### src/hw/rtl/vrs_pkg.sv
// Shared types, constants and ramp tables for the valve ramp sequencer.
package vrs_pkg;

    localparam int NUM_VALVES_DEF = 3;
    localparam int MAX_RESULTS    = 5;
    localparam int RES_CW         = 3;
    localparam int MV_W           = 14;
    localparam int STAMP_W        = 32;
    localparam int CFG_W          = 16;
    localparam int CFG_IDX_W      = 2;

    localparam logic [CFG_W-1:0] RAMP_STEP_RST     = 16'd20;
    localparam logic [CFG_W-1:0] INFLATE_HOLD_RST  = 16'd180;
    localparam logic [CFG_W-1:0] DEFLATE_HOLD_RST  = 16'd140;

    localparam logic CMD_TICK  = 1'b0;
    localparam logic CMD_SET   = 1'b1;
    localparam logic KIND_VOLT = 1'b0;
    localparam logic KIND_ACK  = 1'b1;

    typedef enum logic [1:0] {
        PH_UP        = 2'd0,
        PH_DOWN      = 2'd1,
        PH_UP_DONE   = 2'd2,
        PH_DOWN_DONE = 2'd3
    } phase_t;

    typedef enum logic [CFG_IDX_W-1:0] {
        REG_RAMP_STEP    = 2'd0,
        REG_INFLATE_HOLD = 2'd1,
        REG_DEFLATE_HOLD = 2'd2,
        REG_SEQ_ENABLE   = 2'd3
    } reg_idx_t;

    typedef enum logic [2:0] {
        ST_IDLE,
        ST_RAMP,
        ST_SEQ,
        ST_FIN,
        ST_SET,
        ST_ACK,
        ST_DRAIN
    } state_t;

    typedef struct packed {
        logic       command;
        logic [2:0] valve_index;
        logic [1:0] new_state;
    } in_t;

    typedef struct packed {
        logic            kind;
        logic [2:0]      valve;
        logic [MV_W-1:0] voltage_mv;
        logic            ok;
        logic            last;
    } out_t;

    // Number of table entries for a ramp phase.
    function automatic logic [2:0] ramp_size(input phase_t ph);
        logic [2:0] size;
        if (ph == PH_DOWN) begin
            size = 3'd3;
        end else begin
            size = 3'd4;
        end
        return size;
    endfunction

    // Table voltage for a ramp phase and step.
    function automatic logic [MV_W-1:0] ramp_mv(input phase_t ph, input logic [2:0] step);
        logic [MV_W-1:0] mv;
        if (ph == PH_DOWN) begin
            unique case (step)
                3'd0:    mv = 14'd4000;
                3'd1:    mv = 14'd2000;
                default: mv = 14'd0;
            endcase
        end else begin
            unique case (step)
                3'd0:    mv = 14'd8000;
                3'd1:    mv = 14'd10000;
                3'd2:    mv = 14'd12000;
                3'd3:    mv = 14'd8000;
                default: mv = 14'd0;
            endcase
        end
        return mv;
    endfunction

endpackage

### src/hw/rtl/vrs_timeout.sv
// Shared elapsed-time compare: (now - stamp) >= wait, modulo 2^32.
module vrs_timeout (
    input  logic [vrs_pkg::STAMP_W-1:0] now,
    input  logic [vrs_pkg::STAMP_W-1:0] stamp,
    input  logic [vrs_pkg::CFG_W-1:0]   wait_ms,
    output logic                        expired
);

    logic [vrs_pkg::STAMP_W-1:0] elapsed;

    assign elapsed = now - stamp;
    assign expired = elapsed >= {{(vrs_pkg::STAMP_W - vrs_pkg::CFG_W){1'b0}}, wait_ms};

endmodule

### src/hw/rtl/valve_ramp_sequencer.sv
// Valve ramp sequencer top level: ramp stepping, three-valve cycle, result queue.
//
//  channel | ports                         | word
//  --------+-------------------------------+---------------------------------
//  input   | s_valid, s_ready, s_data      | tick or set command (in_t)
//  result  | m_valid, m_ready, m_data      | voltage write or acknowledge (out_t)
//  config  | cfg_wr_en, cfg_index, cfg_wr_data | register write, no wait
//
// A tick passes through the ramp, sequence and finish states, a set command through
// the set and acknowledge states; one elapsed-time comparator serves every valve
// in turn, one valve a cycle. Results (at most 5 a word) are queued and then sent
// one a cycle, while the receiver is ready, through the output register.
// The output register may hold a result while the next word is accepted.
// Reset is synchronous: all valves down done, counters and stamps zero.
module valve_ramp_sequencer #(
    parameter int NUM_VALVES = vrs_pkg::NUM_VALVES_DEF
) (
    input  logic                          aclk,
    input  logic                          aresetn,
    input  logic                          s_valid,
    output logic                          s_ready,
    input  vrs_pkg::in_t                  s_data,
    output logic                          m_valid,
    input  logic                          m_ready,
    output vrs_pkg::out_t                 m_data,
    input  logic                          cfg_wr_en,
    input  logic [vrs_pkg::CFG_IDX_W-1:0] cfg_index,
    input  logic [vrs_pkg::CFG_W-1:0]     cfg_wr_data
);

    localparam int VW = $clog2(NUM_VALVES);

    vrs_pkg::state_t state_reg, state_next;
    logic [vrs_pkg::STAMP_W-1:0] ms_reg, ms_next;
    vrs_pkg::phase_t phase_reg [NUM_VALVES];
    vrs_pkg::phase_t phase_next [NUM_VALVES];
    logic [2:0] step_reg [NUM_VALVES];
    logic [2:0] step_next [NUM_VALVES];
    logic [vrs_pkg::STAMP_W-1:0] stamp_reg [NUM_VALVES];
    logic [vrs_pkg::STAMP_W-1:0] stamp_next [NUM_VALVES];
    logic [vrs_pkg::STAMP_W-1:0] hold_stamp_reg, hold_stamp_next;
    logic hold_restart_reg, hold_restart_next;
    logic [1:0] active_reg, active_next;
    logic [VW-1:0] vidx_reg, vidx_next;
    vrs_pkg::in_t cmd_reg, cmd_next;
    logic [vrs_pkg::RES_CW-1:0] cnt_reg, cnt_next;
    logic [vrs_pkg::RES_CW-1:0] rd_reg, rd_next;
    vrs_pkg::out_t buf_reg [vrs_pkg::MAX_RESULTS];
    logic out_valid_reg, out_valid_next;
    vrs_pkg::out_t out_data_reg, out_data_next;

    logic [vrs_pkg::CFG_W-1:0] ramp_step_reg;
    logic [vrs_pkg::CFG_W-1:0] inflate_hold_reg;
    logic [vrs_pkg::CFG_W-1:0] deflate_hold_reg;
    logic seq_en_reg;

    logic [VW-1:0] cur_idx;
    vrs_pkg::phase_t cur_phase;
    logic [2:0] cur_step;
    logic idx_ok;
    logic [vrs_pkg::STAMP_W-1:0] stamp_sel;
    logic [vrs_pkg::CFG_W-1:0] wait_sel;
    logic expired;
    logic emit_en;
    vrs_pkg::out_t emit_data;

    assign idx_ok = {1'b0, cmd_reg.valve_index} < 4'(NUM_VALVES);

    always_comb begin
        unique case (state_reg)
            vrs_pkg::ST_SEQ: cur_idx = VW'(active_reg);
            vrs_pkg::ST_SET,
            vrs_pkg::ST_ACK: cur_idx = VW'(cmd_reg.valve_index);
            default:         cur_idx = vidx_reg;
        endcase
    end

    assign cur_phase = phase_reg[cur_idx];
    assign cur_step  = step_reg[cur_idx];

    always_comb begin
        if (state_reg == vrs_pkg::ST_SEQ) begin
            stamp_sel = hold_stamp_reg;
            wait_sel  = (cur_phase == vrs_pkg::PH_UP_DONE) ? inflate_hold_reg
                                                          : deflate_hold_reg;
        end else begin
            stamp_sel = stamp_reg[cur_idx];
            wait_sel  = ramp_step_reg;
        end
    end

    vrs_timeout u_timeout (
        .now     (ms_reg),
        .stamp   (stamp_sel),
        .wait_ms (wait_sel),
        .expired (expired)
    );

    always_comb begin
        state_next        = state_reg;
        ms_next           = ms_reg;
        phase_next        = phase_reg;
        step_next         = step_reg;
        stamp_next        = stamp_reg;
        hold_stamp_next   = hold_stamp_reg;
        hold_restart_next = hold_restart_reg;
        active_next       = active_reg;
        vidx_next         = vidx_reg;
        cmd_next          = cmd_reg;
        rd_next           = rd_reg;
        out_data_next     = out_data_reg;
        out_valid_next    = out_valid_reg;
        emit_en           = 1'b0;
        emit_data         = '0;
        s_ready           = 1'b0;

        if (out_valid_reg && m_ready) begin
            out_valid_next = 1'b0;
        end

        unique case (state_reg)
            vrs_pkg::ST_IDLE: begin
                s_ready = 1'b1;
                if (s_valid) begin
                    cmd_next = s_data;
                    rd_next  = '0;
                    if (s_data.command == vrs_pkg::CMD_SET) begin
                        state_next = vrs_pkg::ST_SET;
                    end else begin
                        ms_next    = ms_reg + 1'b1;
                        vidx_next  = '0;
                        state_next = vrs_pkg::ST_RAMP;
                    end
                end
            end
            vrs_pkg::ST_RAMP: begin
                if ((cur_phase == vrs_pkg::PH_UP || cur_phase == vrs_pkg::PH_DOWN) &&
                    expired) begin
                    if ({1'b0, cur_step} + 4'd1 < {1'b0, vrs_pkg::ramp_size(cur_phase)}) begin
                        step_next[cur_idx]   = cur_step + 3'd1;
                        stamp_next[cur_idx]  = ms_reg;
                        emit_en              = 1'b1;
                        emit_data.kind       = vrs_pkg::KIND_VOLT;
                        emit_data.valve      = 3'(cur_idx);
                        emit_data.voltage_mv = vrs_pkg::ramp_mv(cur_phase, cur_step + 3'd1);
                    end else begin
                        step_next[cur_idx]  = vrs_pkg::ramp_size(cur_phase);
                        phase_next[cur_idx] = (cur_phase == vrs_pkg::PH_UP) ?
                                              vrs_pkg::PH_UP_DONE : vrs_pkg::PH_DOWN_DONE;
                    end
                end
                if (vidx_reg == VW'(NUM_VALVES - 1)) begin
                    state_next = vrs_pkg::ST_SEQ;
                end else begin
                    vidx_next = vidx_reg + 1'b1;
                end
            end
            vrs_pkg::ST_SEQ: begin
                state_next = vrs_pkg::ST_FIN;
                if (seq_en_reg && expired) begin
                    if (cur_phase == vrs_pkg::PH_UP_DONE) begin
                        phase_next[cur_idx]  = vrs_pkg::PH_DOWN;
                        step_next[cur_idx]   = 3'd0;
                        stamp_next[cur_idx]  = ms_reg;
                        emit_en              = 1'b1;
                        emit_data.kind       = vrs_pkg::KIND_VOLT;
                        emit_data.valve      = 3'(cur_idx);
                        emit_data.voltage_mv = vrs_pkg::ramp_mv(vrs_pkg::PH_DOWN, 3'd0);
                        hold_restart_next    = 1'b1;
                        // pass to the next valve; it is examined this tick unless we wrap
                        if (active_reg == 2'd2) begin
                            active_next = 2'd0;
                        end else begin
                            active_next = active_reg + 2'd1;
                            state_next  = vrs_pkg::ST_SEQ;
                        end
                    end else if (cur_phase == vrs_pkg::PH_DOWN_DONE) begin
                        phase_next[cur_idx]  = vrs_pkg::PH_UP;
                        step_next[cur_idx]   = 3'd0;
                        stamp_next[cur_idx]  = ms_reg;
                        emit_en              = 1'b1;
                        emit_data.kind       = vrs_pkg::KIND_VOLT;
                        emit_data.valve      = 3'(cur_idx);
                        emit_data.voltage_mv = vrs_pkg::ramp_mv(vrs_pkg::PH_UP, 3'd0);
                        hold_restart_next    = 1'b1;
                    end
                end
            end
            vrs_pkg::ST_FIN: begin
                if (hold_restart_reg) begin
                    hold_stamp_next   = ms_reg;
                    hold_restart_next = 1'b0;
                end
                state_next = (cnt_reg == '0) ? vrs_pkg::ST_IDLE : vrs_pkg::ST_DRAIN;
            end
            vrs_pkg::ST_SET: begin
                if (idx_ok && cur_phase != vrs_pkg::phase_t'(cmd_reg.new_state)) begin
                    phase_next[cur_idx] = vrs_pkg::phase_t'(cmd_reg.new_state);
                    step_next[cur_idx]  = 3'd0;
                    stamp_next[cur_idx] = ms_reg;
                    if (cmd_reg.new_state == vrs_pkg::PH_UP ||
                        cmd_reg.new_state == vrs_pkg::PH_DOWN) begin
                        emit_en              = 1'b1;
                        emit_data.kind       = vrs_pkg::KIND_VOLT;
                        emit_data.valve      = cmd_reg.valve_index;
                        emit_data.voltage_mv = vrs_pkg::ramp_mv(
                            vrs_pkg::phase_t'(cmd_reg.new_state), 3'd0);
                    end
                end
                state_next = vrs_pkg::ST_ACK;
            end
            vrs_pkg::ST_ACK: begin
                emit_en         = 1'b1;
                emit_data.kind  = vrs_pkg::KIND_ACK;
                emit_data.valve = cmd_reg.valve_index;
                emit_data.ok    = idx_ok;
                state_next      = vrs_pkg::ST_DRAIN;
            end
            vrs_pkg::ST_DRAIN: begin
                if (rd_reg == cnt_reg) begin
                    state_next = vrs_pkg::ST_IDLE;
                end else if (!out_valid_reg || m_ready) begin
                    out_valid_next     = 1'b1;
                    out_data_next      = buf_reg[rd_reg];
                    out_data_next.last = (rd_reg == cnt_reg - 1'b1);
                    rd_next            = rd_reg + 1'b1;
                end
            end
            default: begin
                state_next = vrs_pkg::ST_IDLE;
            end
        endcase
    end

    // queue count: clear on a new word, drop writes beyond the queue depth
    always_comb begin
        cnt_next = cnt_reg;
        if (s_valid && s_ready) begin
            cnt_next = '0;
        end else if (emit_en && cnt_reg < vrs_pkg::RES_CW'(vrs_pkg::MAX_RESULTS)) begin
            cnt_next = cnt_reg + 1'b1;
        end
    end

    always_ff @(posedge aclk) begin
        if (!aresetn) begin
            state_reg        <= vrs_pkg::ST_IDLE;
            ms_reg           <= '0;
            hold_stamp_reg   <= '0;
            hold_restart_reg <= 1'b1;
            active_reg       <= '0;
            vidx_reg         <= '0;
            cnt_reg          <= '0;
            rd_reg           <= '0;
            out_valid_reg    <= 1'b0;
            for (int i = 0; i < NUM_VALVES; i++) begin
                phase_reg[i] <= vrs_pkg::PH_DOWN_DONE;
                step_reg[i]  <= '0;
                stamp_reg[i] <= '0;
            end
        end else begin
            state_reg        <= state_next;
            ms_reg           <= ms_next;
            hold_stamp_reg   <= hold_stamp_next;
            hold_restart_reg <= hold_restart_next;
            active_reg       <= active_next;
            vidx_reg         <= vidx_next;
            cnt_reg          <= cnt_next;
            rd_reg           <= rd_next;
            out_valid_reg    <= out_valid_next;
            phase_reg        <= phase_next;
            step_reg         <= step_next;
            stamp_reg        <= stamp_next;
        end
    end

    always_ff @(posedge aclk) begin
        cmd_reg      <= cmd_next;
        out_data_reg <= out_data_next;
        if (emit_en && cnt_reg < vrs_pkg::RES_CW'(vrs_pkg::MAX_RESULTS)) begin
            buf_reg[cnt_reg] <= emit_data;
        end
    end

    always_ff @(posedge aclk) begin
        if (!aresetn) begin
            ramp_step_reg    <= vrs_pkg::RAMP_STEP_RST;
            inflate_hold_reg <= vrs_pkg::INFLATE_HOLD_RST;
            deflate_hold_reg <= vrs_pkg::DEFLATE_HOLD_RST;
            seq_en_reg       <= 1'b1;
        end else if (cfg_wr_en) begin
            unique case (vrs_pkg::reg_idx_t'(cfg_index))
                vrs_pkg::REG_RAMP_STEP:    ramp_step_reg    <= cfg_wr_data;
                vrs_pkg::REG_INFLATE_HOLD: inflate_hold_reg <= cfg_wr_data;
                vrs_pkg::REG_DEFLATE_HOLD: deflate_hold_reg <= cfg_wr_data;
                vrs_pkg::REG_SEQ_ENABLE:   seq_en_reg       <= cfg_wr_data[0];
                default:                   seq_en_reg       <= seq_en_reg;
            endcase
        end
    end

    assign m_valid = out_valid_reg;
    assign m_data  = out_data_reg;

endmodule
### config.mk
export PLATFORM = sky130hd
export DESIGN_NAME = valve_ramp_sequencer
export DESIGN_NICKNAME = d
export VERILOG_FILES = /design/src/hw/rtl/vrs_pkg.sv /design/src/hw/rtl/vrs_timeout.sv /design/src/hw/rtl/valve_ramp_sequencer.sv
export SDC_FILE = /design/constraint.sdc
export NUM_CORES = 1
export LEC_CHECK = 0
export BUFFER_PORTS_ARGS = -buffer_cell sky130_fd_sc_hd__buf_2
export CORE_MARGIN = 1
export CORE_UTILIZATION = 57
export CTS_BUF_LIST = sky130_fd_sc_hd__clkbuf_4
export DETAILED_ROUTE_END_ITERATION = 6
export MAX_ROUTING_LAYER = met4
export PLACE_DENSITY = 0.77
export SYNTH_ARGS = -nofsm -noshare
export SYNTH_HDL_FRONTEND = slang
export SYNTH_SLANG_ARGS = --single-unit
### constraint.sdc
create_clock -name aclk -period 6.8 [get_ports aclk]
set_input_delay 0.68 -clock aclk [delete_from_list [all_inputs] [get_ports aclk]]
set_output_delay 0.68 -clock aclk [all_outputs]
set_load 0.01 [all_outputs]
Word-level counts from Yosys, hierarchy flattened
Memory sizes are Yosys's and may differ from the RTL's. A register that Yosys moved wholly into a read port is not among the register bits.
Cells that the tools add are included.
{ "classes": {"add_sub_neg": 9, "magnitude_cmp": 6, "eq_ne": 34, "muxes": 103, "bitwise_logic": 11, "n_reduce_logical": 40} }
{ "ops": {"columns": ["op", "n"], "rows": [
  ["$mux 96", 6],
  ["$pmux 96 s3", 1],
  ["$mux 32", 4],
  ["$mux 16", 7],
  ["$bwmux 96", 1],
  ["$pmux 14 s3", 2],
  ["$bmux 32 s2", 1],
  ["$demux 32 s2", 1],
  ["$mux 9", 6],
  ["$mux 3", 17],
  ["$mux 6", 6],
  ["$mux 17", 2],
  ["$add 32x1->32 const B", 1],
  ["$ge 32x16->1", 1],
  ["$sub 32x32->32", 1],
  ["$pmux 9 s3", 1],
  ["$pmux 12 s2", 1],
  ["$mux 1", 22],
  ["$ne 2x2->1 const B", 11],
  ["$pmux 3 s7", 1],
  ["$bwmux 9", 2],
  ["$pmux 6 s3", 1],
  ["$pmux 4 s4", 1],
  ["$reduce_and 3->1", 5],
  ["51 further kinds", 101]
]} }
{ "totals": {"reg_bits": 245, "ram_bits": 95, "output_inout_bits": 22, "elab_cells": 229, "memories": 1} }
{ "mem_list": {"columns": ["name", "depth", "width", "read_ports", "rd_clocked_by_memory_dff", "write_ports", "line", "rtl"], "rows": [
  ["buf_reg", 5, 19, 1, 1, 1, "valve_ramp_sequencer.sv:48", "vrs_pkg::out_t buf_reg [vrs_pkg::MAX_RESULTS];"]
]} }

Logic depth before layout (Yosys ltp)
{ "depth": {"word_depth": 22, "ltp_mapped": 35} }

Hierarchy
From an unflattened synthesis, not the netlist that was laid out.
{ "unflattened": {"cells_unflattened": 1974, "area_unflattened_um2": 17488.0} }
{ "modules_own_cells": {"columns": ["module", "instances", "cells_per_inst", "area_each_um2", "seq_area_each_um2"], "rows": [
  ["valve_ramp_sequencer", 1, 1626, 15173.3, 7487.2],
  ["vrs_timeout", 1, 348, 2314.7, 0.0]
]} }

Worst setup path after synthesis
Ideal clock, no wire load.
{ "synth_path": {"path_type": "register to register", "start": "register state_reg[0]", "end": "memory buf_reg[0][0] (netlist name) (enable)", "setup_time_ns": 0.403, "t_arrival_ns": 6.337, "required_ns": 6.397, "slack_ns": 0.061, "path_stages_with_launch": 33, "path_buffers": 5, "path_cell_list": "dfxtp_1 clkbuf_1 nor4b_1 a221o_1 buf_6 clkbuf_1 buf_1 mux2i_1 o211ai_1 o21ai_0 ha_1 and2_1 a221oi_1 nand2_1 and2_1 o21ai_0 nand2b_1 a21oi_1 o21bai_1 xor2_1 ha_1 a21oi_1 nor2b_1 o21ai_0 o211a_1 o211ai_1 a21oi_1 nand4_1 nor4_2 buf_4 o21bai_4 nand2_2 nor3_1"} }
{ "synth_via": {"elab_chain_cells": 18, "elab_cells_between_ends": 45, "cone_classes": "add/sub (2); order compare (2); eq/ne (8); mux (25); bitwise (1); reduce/logical (7)"} }
{ "synth_lines": {"columns": ["element", "line", "rtl"], "rows": [
  ["start: declaration", "valve_ramp_sequencer.sv:33", "vrs_pkg::state_t state_reg, state_next;"],
  ["start signal: assignment", "valve_ramp_sequencer.sv:247", "state_reg <= vrs_pkg::ST_IDLE;"],
  ["start signal: assignment", "valve_ramp_sequencer.sv:262", "state_reg <= state_next;"],
  ["branches (longest 14 deep; another with $sub 32x32->32)", null, null],
  ["$pmux 1 s4 (*)", "valve_ramp_sequencer.sv:121", "unique case (state_reg)"],
  ["$logic_and 1x1->1 (*)", "valve_ramp_sequencer.sv:280", "if (emit_en && cnt_reg < vrs_pkg::RES_CW'(vrs_pkg::MAX_RESULTS)) begin"],
  ["$mux 1 (*)", "valve_ramp_sequencer.sv:280", null],
  ["$mux 1 (implied by the code) (*)", "valve_ramp_sequencer.sv:281", "buf_reg[cnt_reg] <= emit_data;"],
  ["end: declaration", "valve_ramp_sequencer.sv:48", null]
]} }
Every way passes the cells marked *. The select of a mux whose other input is x is not followed.

Worst setup path after layout
{ "layout_path": {"start": "register state_reg[2]", "end": "register stamp_reg[41] (netlist name)"} }
{ "layout_via": {"elab_chain_cells": 14, "elab_cells_between_ends": 55, "cone_classes": "add/sub (2); order compare (4); eq/ne (13); mux (26); bitwise (1); reduce/logical (9)"} }
{ "layout_lines": {"columns": ["element", "line", "rtl"], "rows": [
  ["branches (longest 14 deep; another with $sub 32x32->32)", null, null],
  ["end signal: assignment", "valve_ramp_sequencer.sv:273", "stamp_reg <= stamp_next;"],
  ["end: declaration", "valve_ramp_sequencer.sv:39", "logic [vrs_pkg::STAMP_W-1:0] stamp_reg [NUM_VALVES];"]
]} }
Several ways; the timed one is not identified. The select of a mux whose other input is x is not followed.
A chain may end at the register's enable or synchronous reset.

==> results.tsv <==
stage	metric	value	unit
setup_path	worst_path_most_repeated_cell	a21oi_1	
timing	tightest_slew	1220	ps
setup_path	required	7400	ps
setup_path	arrival	7010	ps
setup_path	critPathSlowestCell	a221o_2	
min_path	hold_path_depth	1	
timing	finalCritPeriodShare	0.942	
drt	routedWlPerCell	17.1	um
status	status	finished, final reports clean	
timing	max_slew_margin	0.186	
drt	antenna_left	0	
drt	drc	0	
timing	finalSetupViolCount	0	
logic_synthesis	synth.area.top_cells	dfxtp_1 (29%), edfxtp_1 (16%), mux2i_1 (9.9%), nand2_1 (9.0%), ha_1 (4.5%)	
finish	multi_input_area	0.00875	mm^2
finish	seq_area	0.00749	mm^2
timing	finalWorstSetupSlack	397	ps
logic_synthesis	synth_enable_flop_cells	90	
setup_path	r2r-start	state_reg[2]	
power	p_leak	7.83	nW
die	row_count	62	
power	powerDensity	241	mW/mm^2
place	numPortBuffers	46	
power	peakVddDrop	147	uV
place	dp_slack	107	ps
clocking	postCtsHoldBufs	0	
finish	syn2layout_area_growth	10.4	%
clocking	clock_latency	740	ps
global_routing	antenna_found_initial	1	
logic_synthesis	netlist_area	0.0168	mm^2
timing	finalMaxSlewViolations	0	
die	die_area	0.0301	mm^2
logic_synthesis	synth_cells	1831	
drt	dr.pass1.iters	5	
clocking	numCtsBuffers	84	
logic_synthesis	ys_seq_area_frac	0.446	
logic_synthesis	yosysTopAreaCell	dfxtp_1	
finish	layout-drive-gt1-share	0.152	
die	io_pins	51	
timing	hold_ws	128	ps
finish	n_fill_cell	2400	
global_routing	grt_pass1_vias	13216	
timing	hold_viol_final	0	
clocking	clk_path_buf_depth	3	
min_path	hp-class	in2reg	
finish	final_nets	1986	
min_path	min-delay-start	s_data[3]	
drt	vias	13548	
logic_synthesis	ys_types	83	
die	fp.coreArea	0.0289	mm^2
setup_path	crit_type	reg2reg	
drt	viasPerCell	5.80	
place	hpwl	26900	um
global_routing	grt_first_pass_wirelength	65500	um
logic_synthesis	synth-seq-cells	329	
drt	drtIter0Drc	990	
global_routing	grt_remaining_overflow	0	
setup_path	cpPeakStageDelay	460	ps
clocking	cts_tree	built	
clocking	htree_levels	3	
global_routing	track_usage	0.272	
setup_path	r2r_end	stamp_reg[41]	
flow_run	maxCapViolations	0	
global_routing	grt_max_degree	84	
die	die_x	174	um
logic_synthesis	yosysWarnings	0	
timing	fin_skew	73.8	ps
logic_synthesis	synth_top_area_share	0.285	
setup_path	crit_path_start_kind	flop	
finish	largest_register_ff_count	96	
min_path	hold-path-endpoint	cmd_reg[3]	
clocking	clk_pin_slew	60	ps
setup_path	path_buf_inv	4	
die	die_y	174	um
logic_synthesis	synth.avg_cell_area	9.17	um^2
die	start_util	0.582	
logic_synthesis	synthArstFlopShare	0	
setup_path	path_max_fanout	15	
timing	fmaxAchievable	156	MHz
logic_synthesis	ys.flop_type	dfxtp_1	
setup_path	worst_setup_path_end_kind	flop	
setup_path	r2r_setup_slack	400	ps
drt	routed_wl	40000	um
timing	period_needed	6400	ps
clocking	cts_root_buf	clkbuf_4	
setup_path	reg2reg_depth	30	
place	place_congestion	0.933	
setup_path	critical-path-top-delay-family	compound AO/OA/AOI/OAI gates	
clocking	cts.sinks	329	
-- cell usage in the layout, fill, tap and decap left out, types with 5 or more instances in the layout --
| cell | Yosys | routed |
|---|---|---|
| nand2_1 | 402 | 400 |
| dfxtp_1 | 239 | 236 |
| mux2i_1 | 166 | 166 |
| a21oi_1 | 148 | 147 |
| clkbuf_4 | 0 | 121 |
| nor2_1 | 101 | 100 |
| edfxtp_1 | 90 | 90 |
| o21ai_0 | 85 | 82 |
| ha_1 | 60 | 60 |
| buf_2 | 7 | 45 |
| nand3_1 | 43 | 43 |
| o211ai_1 | 41 | 41 |
| buf_4 | 12 | 39 |
| xor2_1 | 33 | 33 |
| inv_1 | 27 | 27 |
| mux2_2 | 21 | 21 |
| nand2b_1 | 19 | 19 |
| xnor2_1 | 18 | 18 |
| and3_1 | 17 | 17 |
| nor2b_1 | 15 | 15 |
| mux4_2 | 14 | 14 |
| nand4_1 | 11 | 11 |
| a21o_1 | 11 | 11 |
| nor3_1 | 15 | 11 |
| and2_1 | 10 | 10 |
| or3_1 | 10 | 10 |
| clkinv_1 | 0 | 10 |
| a211oi_1 | 9 | 9 |
| a21boi_0 | 6 | 6 |
| o21a_1 | 6 | 6 |
| o21ai_1 | 3 | 6 |
| nor3b_1 | 6 | 5 |
| a31oi_1 | 5 | 5 |
| o31ai_1 | 6 | 5 |
| and4_1 | 5 | 5 |
-- routing by layer --
layer,up-vias,share of wire,track usage
met3,57,0.047,0.0414
met1,6540,0.44,0.345
met5,-,0,-
met4,0,0.015,0.0746
li1,6613,-,-
met2,338,0.50,0.453
-- power breakdown --
part,total (mW),internal (mW),switching [mW]
combinational,0.773,0.306,0.467
sequential,2.06,2.04,0.0219
clock,1.64,0.826,0.812
-- cells by family (layout without fill, tap and decap cells) --
kind of cell             Yosys count  in the layout  share of synthesized area
AO/OA/AOI/OAI                    365            365                      0.134
XOR/XNOR                          51             51                     0.0266
adder cells (fa/ha/maj)           61             61                     0.0459
buffers and inverters            145            261                     0.0384
flip-flops                       329            329                      0.446
multiplexers                     201            201                      0.132
other                              1              5                   0.000223
AND/OR/NAND/NOR                  678            679                      0.177
-- synthesized netlist by cell type, types with 33 or more instances --
master	number
nand2_1	402
dfxtp_1	239
mux2i_1	166
a21oi_1	148
nor2_1	101
edfxtp_1	90
o21ai_0	85
clkbuf_1	84
ha_1	60
nand3_1	43
o211ai_1	41
xor2_1	33
-- timing repair --
item	4_1_cts	5_1_grt
buffers inserted	0	12
setup endpoints to repair	0	228
resized for setup	0	22
-- cell type report --
cell class | instances | area share
diodes | 1 | 0.000135
clock buffers | 121 | 0.0490
clock inverters | 20 | 0.00669
inverters | 28 | 0.00574
multi-input cells | 1361 | 0.472
flip-flops and latches | 329 | 0.404
well taps | 384 | 0.0259
repair buffers | 92 | 0.0356
-- worst max path at each step --
stage | startpoint | endpoint | slack (ps) | cells past startpoint
after global routing | state_reg[2] | stamp_reg[41] | -6 | 28
after detailed placement | state_reg[2] | buf_reg[1][11] | 110 | 26
final | state_reg[2] | stamp_reg[41] | 400 | 30
after CTS | state_reg[2] | buf_reg[1][11] | 10 | 26
after global placement | state_reg[2] | buf_reg[0][14] | 170 | 26
after floorplan | state_reg[0] | buf_reg[0][0] | 60 | 32
-- stage by stage --
| step | util | cell area (um^2) | power, mW | instances | setup TNS [ps] |
|---|---|---|---|---|---|
| after floorplan | - | 16800 | 2.65 | 1834 | 0 |
| after detailed placement | 0.598 | 17300 | 2.83 | 2179 | 0 |
| after global routing | 0.642 | 18500 | 4.68 | 2336 | -17.9 |
| after global placement | 0.598 | 17300 | 2.82 | 2179 | 0 |
| after CTS | 0.634 | 18300 | 4.48 | 2320 | 0 |
| final | 0.642 | 18500 | 4.47 | 2336 | 0 |
Note: power is estimated with default switching activity, not from simulation.
